--- src/rtl/core/sfrb_pkg.sv ---
// ----------------------------------------------------------------------------
// sfrb_pkg
// shared widths, operation codes, control structs and the reciprocal table
// for the scan frame ring buffer
// ----------------------------------------------------------------------------
`default_nettype none

package sfrb_pkg;

	localparam int OP_W     = 2;
	localparam int SAMPLE_W = 16;
	localparam int ANGLE_W  = 11;
	localparam int DIST_W   = 16;
	localparam int RES_W    = 4;

	localparam int FRAMES_DEF       = 8;
	localparam int RANGE_TENTHS_DEF = 1800;
	localparam int SAMPLE_BITS_DEF  = 16;

	localparam logic [RES_W-1:0] RES_RESET = 4'd10;
	localparam logic [RES_W-1:0] RES_MIN   = 4'd1;
	localparam logic [RES_W-1:0] RES_MAX   = 4'd10;

	// query divide: quotient of (angle + (res-1)/2) by res through a reciprocal
	localparam int RECIP_SHIFT = 16;
	localparam int RECIP_W     = RECIP_SHIFT + 1;
	localparam int RECIP_ONE   = 1 << RECIP_SHIFT;
	localparam int QW          = ANGLE_W + 1;

	typedef logic [OP_W-1:0] op_t;

	localparam op_t OP_WRITE = 2'd0;
	localparam op_t OP_POP   = 2'd1;
	localparam op_t OP_CLEAR = 2'd2;
	localparam op_t OP_QUERY = 2'd3;

	typedef struct packed {
		logic latch;
		logic exec;
		logic qdiv;
		logic addr;
		logic access;
		logic load_out;
	} sfrb_cmd_t;

	typedef struct packed {
		op_t  op;
		logic no_data;
	} sfrb_status_t;

	function automatic logic [RECIP_W-1:0] recip(input logic [RES_W-1:0] r);
		logic [RECIP_W-1:0] v;
		unique case (r)
			4'd1:    v = RECIP_W'(RECIP_ONE / 1);
			4'd2:    v = RECIP_W'(RECIP_ONE / 2);
			4'd3:    v = RECIP_W'(RECIP_ONE / 3);
			4'd4:    v = RECIP_W'(RECIP_ONE / 4);
			4'd5:    v = RECIP_W'(RECIP_ONE / 5);
			4'd6:    v = RECIP_W'(RECIP_ONE / 6);
			4'd7:    v = RECIP_W'(RECIP_ONE / 7);
			4'd8:    v = RECIP_W'(RECIP_ONE / 8);
			4'd9:    v = RECIP_W'(RECIP_ONE / 9);
			default: v = RECIP_W'(RECIP_ONE / 10);
		endcase
		return v;
	endfunction

endpackage

`default_nettype wire

--- src/rtl/core/sfrb_ctrl.sv ---
// ----------------------------------------------------------------------------
// sfrb_ctrl
// sequencer: steps each accepted transaction through execute and, per op,
// divide, address, memory access, result hand-off; owns the result valid
// ----------------------------------------------------------------------------
`default_nettype none

module sfrb_ctrl import sfrb_pkg::*; (
	input  logic         clk,
	input  logic         arst_n,
	input  logic         in_valid,
	output logic         in_ready,
	output logic         out_valid,
	input  logic         out_ready,
	input  sfrb_status_t status,
	output sfrb_cmd_t    cmd
);

	localparam logic [2:0] ST_IDLE   = 3'd0;
	localparam logic [2:0] ST_EXEC   = 3'd1;
	localparam logic [2:0] ST_QDIV   = 3'd2;
	localparam logic [2:0] ST_ADDR   = 3'd3;
	localparam logic [2:0] ST_ACCESS = 3'd4;
	localparam logic [2:0] ST_DONE   = 3'd5;

	logic [2:0] state_q;
	logic [2:0] state_d;
	logic       out_valid_q;
	logic       out_free;

	assign in_ready  = (state_q == ST_IDLE);
	assign out_valid = out_valid_q;
	assign out_free  = !out_valid_q || out_ready;

	always_comb begin
		cmd          = '0;
		cmd.latch    = in_valid && in_ready;
		cmd.exec     = (state_q == ST_EXEC);
		cmd.qdiv     = (state_q == ST_QDIV);
		cmd.addr     = (state_q == ST_ADDR);
		cmd.access   = (state_q == ST_ACCESS);
		cmd.load_out = (state_q == ST_DONE) && out_free;
	end

	always_comb begin
		state_d = state_q;
		unique case (state_q)
			ST_IDLE: begin
				if (in_valid) state_d = ST_EXEC;
			end
			ST_EXEC: begin
				unique case (status.op)
					OP_WRITE: state_d = ST_ADDR;
					OP_CLEAR: state_d = ST_IDLE;
					OP_POP:   state_d = status.no_data ? ST_DONE : ST_ADDR;
					default:  state_d = status.no_data ? ST_DONE : ST_QDIV;
				endcase
			end
			ST_QDIV:   state_d = ST_ADDR;
			ST_ADDR:   state_d = ST_ACCESS;
			ST_ACCESS: state_d = (status.op == OP_WRITE) ? ST_IDLE : ST_DONE;
			ST_DONE: begin
				if (out_free) state_d = ST_IDLE;
			end
			default:   state_d = ST_IDLE;
		endcase
	end

	always_ff @(posedge clk or negedge arst_n) begin
		if (!arst_n) begin
			state_q     <= ST_IDLE;
			out_valid_q <= 1'b0;
		end else begin
			state_q <= state_d;
			if (cmd.load_out) begin
				out_valid_q <= 1'b1;
			end else if (out_ready) begin
				out_valid_q <= 1'b0;
			end
		end
	end

endmodule

`default_nettype wire

--- config.mk ---
export PLATFORM = sky130hd
export DESIGN_NAME = sfrb_ctrl
export DESIGN_NICKNAME = d
export VERILOG_FILES = /design/src/rtl/core/sfrb_pkg.sv /design/src/rtl/core/sfrb_ctrl.sv
export SDC_FILE = /design/constraint.sdc
export NUM_CORES = 1
export LEC_CHECK = 0
export ABC_AREA = 1
export BUFFER_PORTS_ARGS = -buffer_cell sky130_fd_sc_hd__buf_2
export CAP_MARGIN = 10
export CELL_PAD_IN_SITES_DETAIL_PLACEMENT = 0
export CELL_PAD_IN_SITES_GLOBAL_PLACEMENT = 1
export CORE_AREA = 4 4 41 43
export CTS_CLUSTER_SIZE = 16
export DETAILED_ROUTE_END_ITERATION = 12
export DIE_AREA = 0 0 45 47
export PLACE_DENSITY = 0.61
export REMOVE_ABC_BUFFERS = 1
export SLEW_MARGIN = 10
export SYNTH_ARGS = -nofsm -noshare
export SYNTH_HDL_FRONTEND = slang
export SYNTH_SLANG_ARGS = --single-unit
export TNS_END_PERCENT = 5
--- constraint.sdc ---
create_clock -name clk -period 1.8 [get_ports clk]
set_clock_uncertainty 0.15 [all_clocks]
set_input_delay 0.36 -clock clk [delete_from_list [all_inputs] [get_ports clk]]
set_output_delay 0.36 -clock clk [all_outputs]
set_load 0.01 [all_outputs]
==> impl_metrics.yaml, run 1 <==
status:
  status: "completed"
cts:
  clock_path_buffers: 2
  cts_tree: "yes"
  clk_pin_slew_ns: 0.04
  htreeDepth: 1
  cts_setup_buffers: 0
  clock-root-buffer: "clkbuf_4"
  insertion_delay_ns: 0.24
  cts_buffers: 3
  clkSinkCount: 4
grt:
  overflow: 0
  grt_pass1_vias: 282
  grt_usage: 0.0761
  grt_max_degree: 7
  grt_first_pass_wirelength_um: 1080
  antenna_found_initial: 0
power:
  switching_share: 0.454
  p_switching_w: 0.000273
  seqPwrFrac: 0.310
  power_density_nw_per_um2: 1520
  ir_drop_mv: 0.460
  p_leak_nw: 0.257
  clock_power_share: 0.191
  intPower_w: 0.000328
  p_comb_frac: 0.499
setup_path:
  crit_fanout: 6
  cp-start-kind: "register"
  r2r_slack_ns: 0.58
  end_kind: "output pin"
  crit_required_ns: 1.29
  critical_path_class: "reg2out"
  arrival_ns: 1.16
final_layout:
  area_delta_synth_final_pct: 45.4
  drive_gt1_frac: 0.377
  nNetsFinal: 70
  diodes: 0
  n_fill_cell: 155
timing:
  finalCritPeriodShare: 0.927
  drv_slew: 0
  holdWs_ns: 0.243
  fin_crit_ns: 1.67
  setup_violations: 0
  setup_tns_ns: 0
  tightest_slew_ns: 0.248
  rsz0062_at_grt: "no"
  setup_ws_ns: 0.131
  max_slew_margin: 0.835
  finalHoldViolCount: 0
  maxClockFrequency_mhz: 599
placed_design:
  gp_congestion: 0.768
  io_buffer_count: 14
  dpl.hpwl_um: 568
  place_ws_ns: 0.364
detailed_routing:
  drc: 0
  wl_per_cell_um: 9.00
  drt-met1-wl_um: 311
  dr_total_vias: 308
  wl_met2_um: 329
  viasPerCell: 4.05
  drtAntennaViolNets: 0
  dr.pass1.iters: 4
  dr.max_layer_used: "met4"
  wl_met3_um: 25
  routed_wl_um: 684
  drt_iter0_drc: 1
logic_synthesis:
  ys_types: 11
  synth_cells: 43
  synth-main-ff-cell: "dfrtp_1"
  seq_area_frac_synth: 0.367
  synth_edf_count: 0
  yosys_warnings: 0
  yosys-top-cells-count: "nand2_1, inv_1, nand3_1, nor2_1, dfrtp_1"
  synth_top_area_share: 0.367
  synth.area.top_cells: "dfrtp_1, nand2_1, nand3_1"
  yosysMostFrequentCell: "nand2_1"
  async_flop_share: 1.00
  syn-cell-area_um2: 273
  synth_area_per_cell_um2: 6.34
  synth_top_cell_by_area: "dfrtp_1"
  synth_seq_cells: 4
die:
  die_w_um: 45
  ios: 15
  die-area_um2: 2120
  fp-row-count: 13
  fp.dieH_um: 47
  core-area_um2: 1300
  initial_core_util: 0.210
run:
  drv_cap: 0
min_path:
  hold_path.class: "in2reg"
==> layout by cell type (no fill, tap or decap) <==
master         instances
nor3_2                 1
nor2_1                 5
dlygate4sd3_1          1
inv_1                  8
nand3_1                6
nand2_1               10
nor2_2                 2
dfrtp_1                4
inv_2                  3
buf_2                 14
nor3_1                 2
nand4_1                1
a31o_1                 1
clkbuf_4               3
==> layout make-up <==
cell class	count	area [µm²]	share of cell area
tap	15	18.8	0.0473
inverter	11	41.3	0.104
multi-input combinational	28	134	0.338
clock buffer	3	22.5	0.0568
sequential	4	100	0.252
timing repair buffer	15	80.1	0.202
==> worst paths after layout <==
check,from,cells after the start,to
max in group asynchronous,arst_n,2,out_valid
hold reg to reg,out_valid,2,out_valid
setup reg to reg,state_q[1],6,state_q[0]
setup / recovery,state_q[1],4,cmd[5]
hold / removal,status[0],3,state_q[2]
min in group asynchronous,arst_n,2,state_q[1]
==> metal layers <==
layer / track usage / up-vias
met4: 0.0877 / 0
met5: 0 / -
met1: 0.0920 / 130
li1: - / 167
met3: 0.0115 / 2
met2: 0.107 / 9
==> logic make-up (layout without fill, tap and decap cells) <==
group / count (synthesis) / in the layout / synth area share
AOI/OAI and AO/OA: 1 / 1 / 0.0321
buffers and inverters: 11 / 29 / 0.151
DFF: 4 / 4 / 0.367
and+or+nand+nor: 27 / 27 / 0.450
==> stage by stage <==
step	instances	utilization	power, W	area [µm²]
after CTS	76	0.303	0.000610	394
after global placement	72	0.278	0.000491	362
after detailed placement	72	0.278	0.000485	362
final	76	0.305	0.000601	397
after global routing	76	0.305	0.000666	397
after floorplan	43	-	0.000374	273
==> power by group through the flow <==
stage | sequential (W) | combinational [W] | clock [W]
floorplan | 0.000178 | 0.000195 | 0
global placement | 0.000180 | 0.000311 | 0
detailed placement | 0.000183 | 0.000302 | 0
CTS | 0.000182 | 0.000306 | 0.000122
global route | 0.000193 | 0.000350 | 0.000122
finish | 0.000186 | 0.000300 | 0.000115
==> state kept, by name, indices dropped and copies added, names as in the netlist <==
signal,flops
out_valid,1
state_q,3
==> critical path: stages (launching register included) <==
cell and delay, ns:
dfrtp_1 0.45, nor2_2 0.16, nand2_1 0.10, nor2_1 0.08, buf_2 0.13
==> repair_timing <==
action	4_1_cts	5_1_grt
endpoints found under the hold margin	4	0
hold buffers	1	0
endpoints found under the setup margin	0	1
gates resized for setup	0	1
Note: power is estimated with default switching activity, not from simulation.
==> run 2: changes to the inputs <==
ABC_AREA = 0   (was 1)
HOLD_SLACK_MARGIN = 0.02   (was default)
PLACE_DENSITY = 0.63   (was 0.61)
==> run 2 against run 1 <==
  * Critical path depth shrank 1
  * Die area stayed put
  * Critical endpoint is now cmd[0]
  * Synthesized cell count fell by 16%
  * Worst setup slack lost 0.060 ns
  * Worst hold slack better by 0.021 ns
  * Cell area rose by 8.2%
  * Sequential share of layout area down 1.6 points
  * Power rose by 8.0%
  * First-iteration DRC count rose to 3.0 times the previous value
==> impl_metrics.yaml, run 2 <==
logic_synthesis:
  synth-main-ff-cell: "dfrtp_1"
  synth.area.top_cells: "dfrtp_1, buf_6, nand2_1"
  yosys_warnings: 0
  synth_area_per_cell_um2: 9.14
  ys_types: 22
  seq_area_frac_synth: 0.304
  syn-cell-area_um2: 329
  synth_cells: 36
  yosysMostFrequentCell: "nand2_1"
  async_flop_share: 1.00
  synth_seq_cells: 4
  yosys-top-cells-count: "nand2_1, dfrtp_1, nand2b_1, nor2_1"
  synth_edf_count: 0
  synth_top_area_share: 0.304
  synth_top_cell_by_area: "dfrtp_1"
power:
  switching_share: 0.420
  intPower_w: 0.000377
  p_leak_nw: 0.227
  p_switching_w: 0.000272
  power_density_nw_per_um2: 1510
  seqPwrFrac: 0.328
  p_comb_frac: 0.506
  ir_drop_mv: 0.453
  clock_power_share: 0.165
  power_w: 0.000649
die:
  fp.dieH_um: 47
  ios: 15
  die_w_um: 45
  die-area_um2: 2120
  core-area_um2: 1300
  fp-row-count: 13
  initial_core_util: 0.253
grt:
  overflow: 0
  use_met1: 0.0826
  busiest_layer: "met2"
  grt_util_met2: 0.150
  grt_pass1_vias: 340
  met3_usage: 0.0498
  grt_usage: 0.0832
  grt_first_pass_wirelength_um: 1280
  antenna_found_initial: 0
  grt_max_degree: 14
setup_path:
  critical_path_class: "reg2out"
  crit_required_ns: 1.29
  end_kind: "output pin"
  crit_fanout: 9
  regToRegEndpoint: "state_q[0]"
  reg2regPathDepth: 3
  rr_startpoint: "state_q[1]"
  cp-start-kind: "register"
  arrival_ns: 1.22
  r2r_slack_ns: 0.49
final_layout:
  drive_gt1_frac: 0.500
  layout_common_cells: "buf_2, nand2_1"
  final_common_cell: "buf_2"
  area_delta_synth_final_pct: 30.4
  n_fill_cell: 158
  seqCellArea_um2: 101
  nNetsFinal: 61
  top_register: "state_q"
  largest_reg_flops: 3
  multi_input_area_um2: 203
  diodes: 0
run:
  drv_cap: 0
timing:
  max_slew_margin: 0.753
  fin_crit_ns: 1.73
  drv_slew: 0
  maxClockFrequency_mhz: 578
  tightest_slew_ns: 0.370
  rsz0062_at_grt: "no"
  finalHoldViolCount: 0
  setup_tns_ns: 0
  setup_violations: 0
  finalCritPeriodShare: 0.961
cts:
  clkSinkCount: 4
  clk_pin_slew_ns: 0.04
  clock_path_buffers: 2
  clock-root-buffer: "clkbuf_4"
  cts_setup_buffers: 0
  htreeDepth: 1
  insertion_delay_ns: 0.23
  cts_buffers: 3
  cts_tree: "yes"
placed_design:
  gp_congestion: 0.664
  io_buffer_count: 14
  dpl.hpwl_um: 593
detailed_routing:
  wl_per_cell_um: 10.9
  viasPerCell: 4.57
  drtAntennaViolNets: 0
  dr_total_vias: 306
  dr.pass1.iters: 2
  drc: 0
  routed_wl_um: 729
  drt_iter0_drc: 3
min_path:
  hold_path.class: "in2reg"
  min_from: "status[1]"
  hold_end: "state_q[2]"
  min_path_cells: 3
status:
  status: "completed"
run 2: worst max path at each step:
stage | from | slack [ns] | cells past startpoint | to
CTS | state_q[1] | 0.06 | 3 | cmd[5]
global placement | state_q[1] | 0.30 | 3 | cmd[5]
finish | state_q[1] | 0.07 | 3 | cmd[0]
global route | state_q[1] | 0.002 | 3 | cmd[0]
detailed placement | state_q[0] | 0.32 | 3 | cmd[0]
floorplan | state_q[1] | 0.32 | 2 | cmd[5]
run 2: final cells by class:
cell class                 count  area share
multi-input combinational     29       0.472
sequential                     4       0.236
timing repair buffer          15       0.187
clock buffer                   3      0.0525
tap                           15      0.0437
inverter                       1     0.00875
run 2: through the flow:
step / util / area, µm² / setup WS [ns] / hold WS [ns] / std cells
global placement: 0.304 / 395 / 0.295 / 0.0193 / 63
detailed placement: 0.304 / 395 / 0.319 / 0.0191 / 63
finish: 0.330 / 429 / 0.0711 / 0.264 / 67
global route: 0.330 / 429 / 0.00170 / 0.292 / 67
floorplan: - / 307 / 0.324 / -0.0856 / 34
CTS: 0.329 / 428 / 0.0602 / 0.261 / 67
run 2: critical path: stages (launching register included):
cell	delay [ns]
dfrtp_1	0.50
nor2b_4	0.20
and3_1	0.16
buf_2	0.12
run 2: logic make-up after synthesis:
kind of cell	share of synthesized area
DFF	0.304
buffers and inverters	0.0798
and+or+nand+nor	0.468
AOI/OAI and AO/OA	0.148
run 2: routing by layer:
metal  vias up  share of wire
met5         -              0
met4         0              0
met3         0          0.064
met2         8           0.51
met1       138           0.43
li1        160              -
run 2: repair_timing:
action / in CTS / in global routing
hold buffers: 1 / 0
resized for setup: 0 / 1
hold endpoints to repair: 4 / 0
endpoints found under the setup margin: 0 / 2
run 2: power groups by stage:
stage	logic [W]	clock network [W]	registers, W
2_1_floorplan	0.000228	0	0.000198
3_3_place_gp	0.000335	0	0.000211
3_5_place_dp	0.000332	0	0.000214
4_1_cts	0.000335	0.000114	0.000213
5_1_grt	0.000365	0.000119	0.000225
6_report	0.000329	0.000107	0.000213
==> run 3: changes to the inputs <==
CELL_PAD_IN_SITES_DETAIL_PLACEMENT = default   (was 0)
CELL_PAD_IN_SITES_GLOBAL_PLACEMENT = default   (was 1)
PLACE_DENSITY = 0.49   (was 0.63)
==> run 3 against run 2 <==
  * Largest power group unchanged
  * Worst hold slack improved by 0.013 ns
  * Final cell count did not move
  * Sequential cell count stayed put
  * Critical path depth unchanged
  * Critical endpoint is now cmd[5]
  * Sequential power is 4% higher
  * Power is 2.5% higher
  * Critical path type unchanged
  * Register-to-register slack improved by 0.10 ns
==> impl_metrics.yaml, run 3 (same netlist as run 2, synthesis figures left out) <==
timing:
  max_slew_margin: 0.856
  setup_violations: 0
  drv_slew: 0
  finalCritPeriodShare: 0.938
  holdWs_ns: 0.277
  rsz0062_at_grt: "no"
  finalHoldViolCount: 0
  fin_crit_ns: 1.69
  tightest_slew_ns: 0.216
  setup_tns_ns: 0
  setup_ws_ns: 0.112
  maxClockFrequency_mhz: 593
power:
  power_density_nw_per_um2: 1540
  p_leak_nw: 0.223
  ir_drop_mv: 0.692
grt:
  grt_max_degree: 14
  grt_usage: 0.0896
  grt_pass1_vias: 311
  antenna_found_initial: 0
  grt_first_pass_wirelength_um: 1310
  overflow: 0
final_layout:
  nNetsFinal: 61
  final_common_cell: "buf_2"
  diodes: 0
  top_register: "state_q"
  stdcell_area_um2: 432
  layout_common_cells: "buf_2, nand2_1"
  n_fill_cell: 160
  largest_reg_flops: 3
  drive_gt1_frac: 0.558
  area_delta_synth_final_pct: 31.2
cts:
  cts_buffers: 3
  clkSinkCount: 4
  clk_pin_slew_ns: 0.04
  htreeDepth: 1
  cts_setup_buffers: 0
  cts_tree: "yes"
  clock-root-buffer: "clkbuf_4"
  clock_path_buffers: 2
  insertion_delay_ns: 0.24
min_path:
  min_from: "status[1]"
  min_path_cells: 3
  hold_path.class: "in2reg"
  hold_end: "state_q[2]"
die:
  fp.dieH_um: 47
  initial_core_util: 0.253
  ios: 15
  die_w_um: 45
  core-area_um2: 1300
  fp-row-count: 13
  die-area_um2: 2120
detailed_routing:
  wl_per_cell_um: 11.9
  drt_iter0_drc: 4
  drtAntennaViolNets: 0
  dr_total_vias: 317
  routed_wl_um: 797
  dr.pass1.iters: 2
  viasPerCell: 4.73
  drc: 0
placed_design:
  io_buffer_count: 14
  placed_area_um2: 395
  gp_congestion: 0.733
  dpl.hpwl_um: 620
  place_ws_ns: 0.292
setup_path:
  regToRegEndpoint: "state_q[0]"
  end_kind: "output pin"
  critical_path_class: "reg2out"
  arrival_ns: 1.18
  cp-start-kind: "register"
  rr_startpoint: "state_q[1]"
  crit_fanout: 9
  crit_required_ns: 1.29
  r2r_slack_ns: 0.59
  reg2regPathDepth: 3
run:
  drv_cap: 0
status:
  status: "completed"
[run 3: cell counts in the layout (fill, tap and decap cells not counted)]
Identical to the previous run, type by type.
[run 3: critical path, cell delays in order (launching register included)]
cell     delay, ns
dfrtp_2       0.48
nor3_2        0.21
and2_1        0.14
buf_2         0.12
[run 3: layout make-up]
cell class,instances,area [µm²],share of cell area
inverters,1,3.75,0.00870
clock buffers,3,22.5,0.0522
repair buffers,15,80.1,0.186
multi-input cells,29,203,0.470
well taps,15,18.8,0.0435
flip-flops and latches,4,104,0.241
[run 3: where the power goes]
group	internal, W	switching, W
clock	0.0000745	0.0000360
combinational	0.000173	0.000161
sequential	0.000135	0.0000860
total	0.000382	0.000283
[run 3: what timing repair did]
action                     in CTS  in global routing
setup endpoints to repair       0                  4
resized for setup               0                  4
hold endpoints to repair        4                  0
hold buffers                    1                  0
[run 3: worst max path at each step]
stage                           from  slack, ns  cells past startpoint  endpoint
after floorplan           state_q[1]       0.32                      2    cmd[5]
after global placement    state_q[1]       0.29                      3    cmd[5]
after detailed placement  state_q[1]       0.29                      3    cmd[5]
after CTS                 state_q[1]       0.04                      3    cmd[5]
after global routing      state_q[1]       0.05                      3    cmd[5]
final                     state_q[1]       0.11                      3    cmd[5]
[run 3: per-stage QoR]
step           instances  total power (W)  utilization
6_report              67         0.000665        0.332
5_1_grt               67         0.000738        0.332
3_5_place_dp          63         0.000552        0.304
4_1_cts               67         0.000671        0.329
3_3_place_gp          63         0.000551        0.304
2_1_floorplan         34         0.000426            -
[run 3: routing by layer]
layer	wire length, µm	vias to the layer above	share of wire	GRT usage
li1	-	158	-	-
met3	56	0	0.070	0.0498
met5	0	-	0	0
met2	402	11	0.50	0.130
met1	337	148	0.42	0.110
met4	0	0	0	0.0351
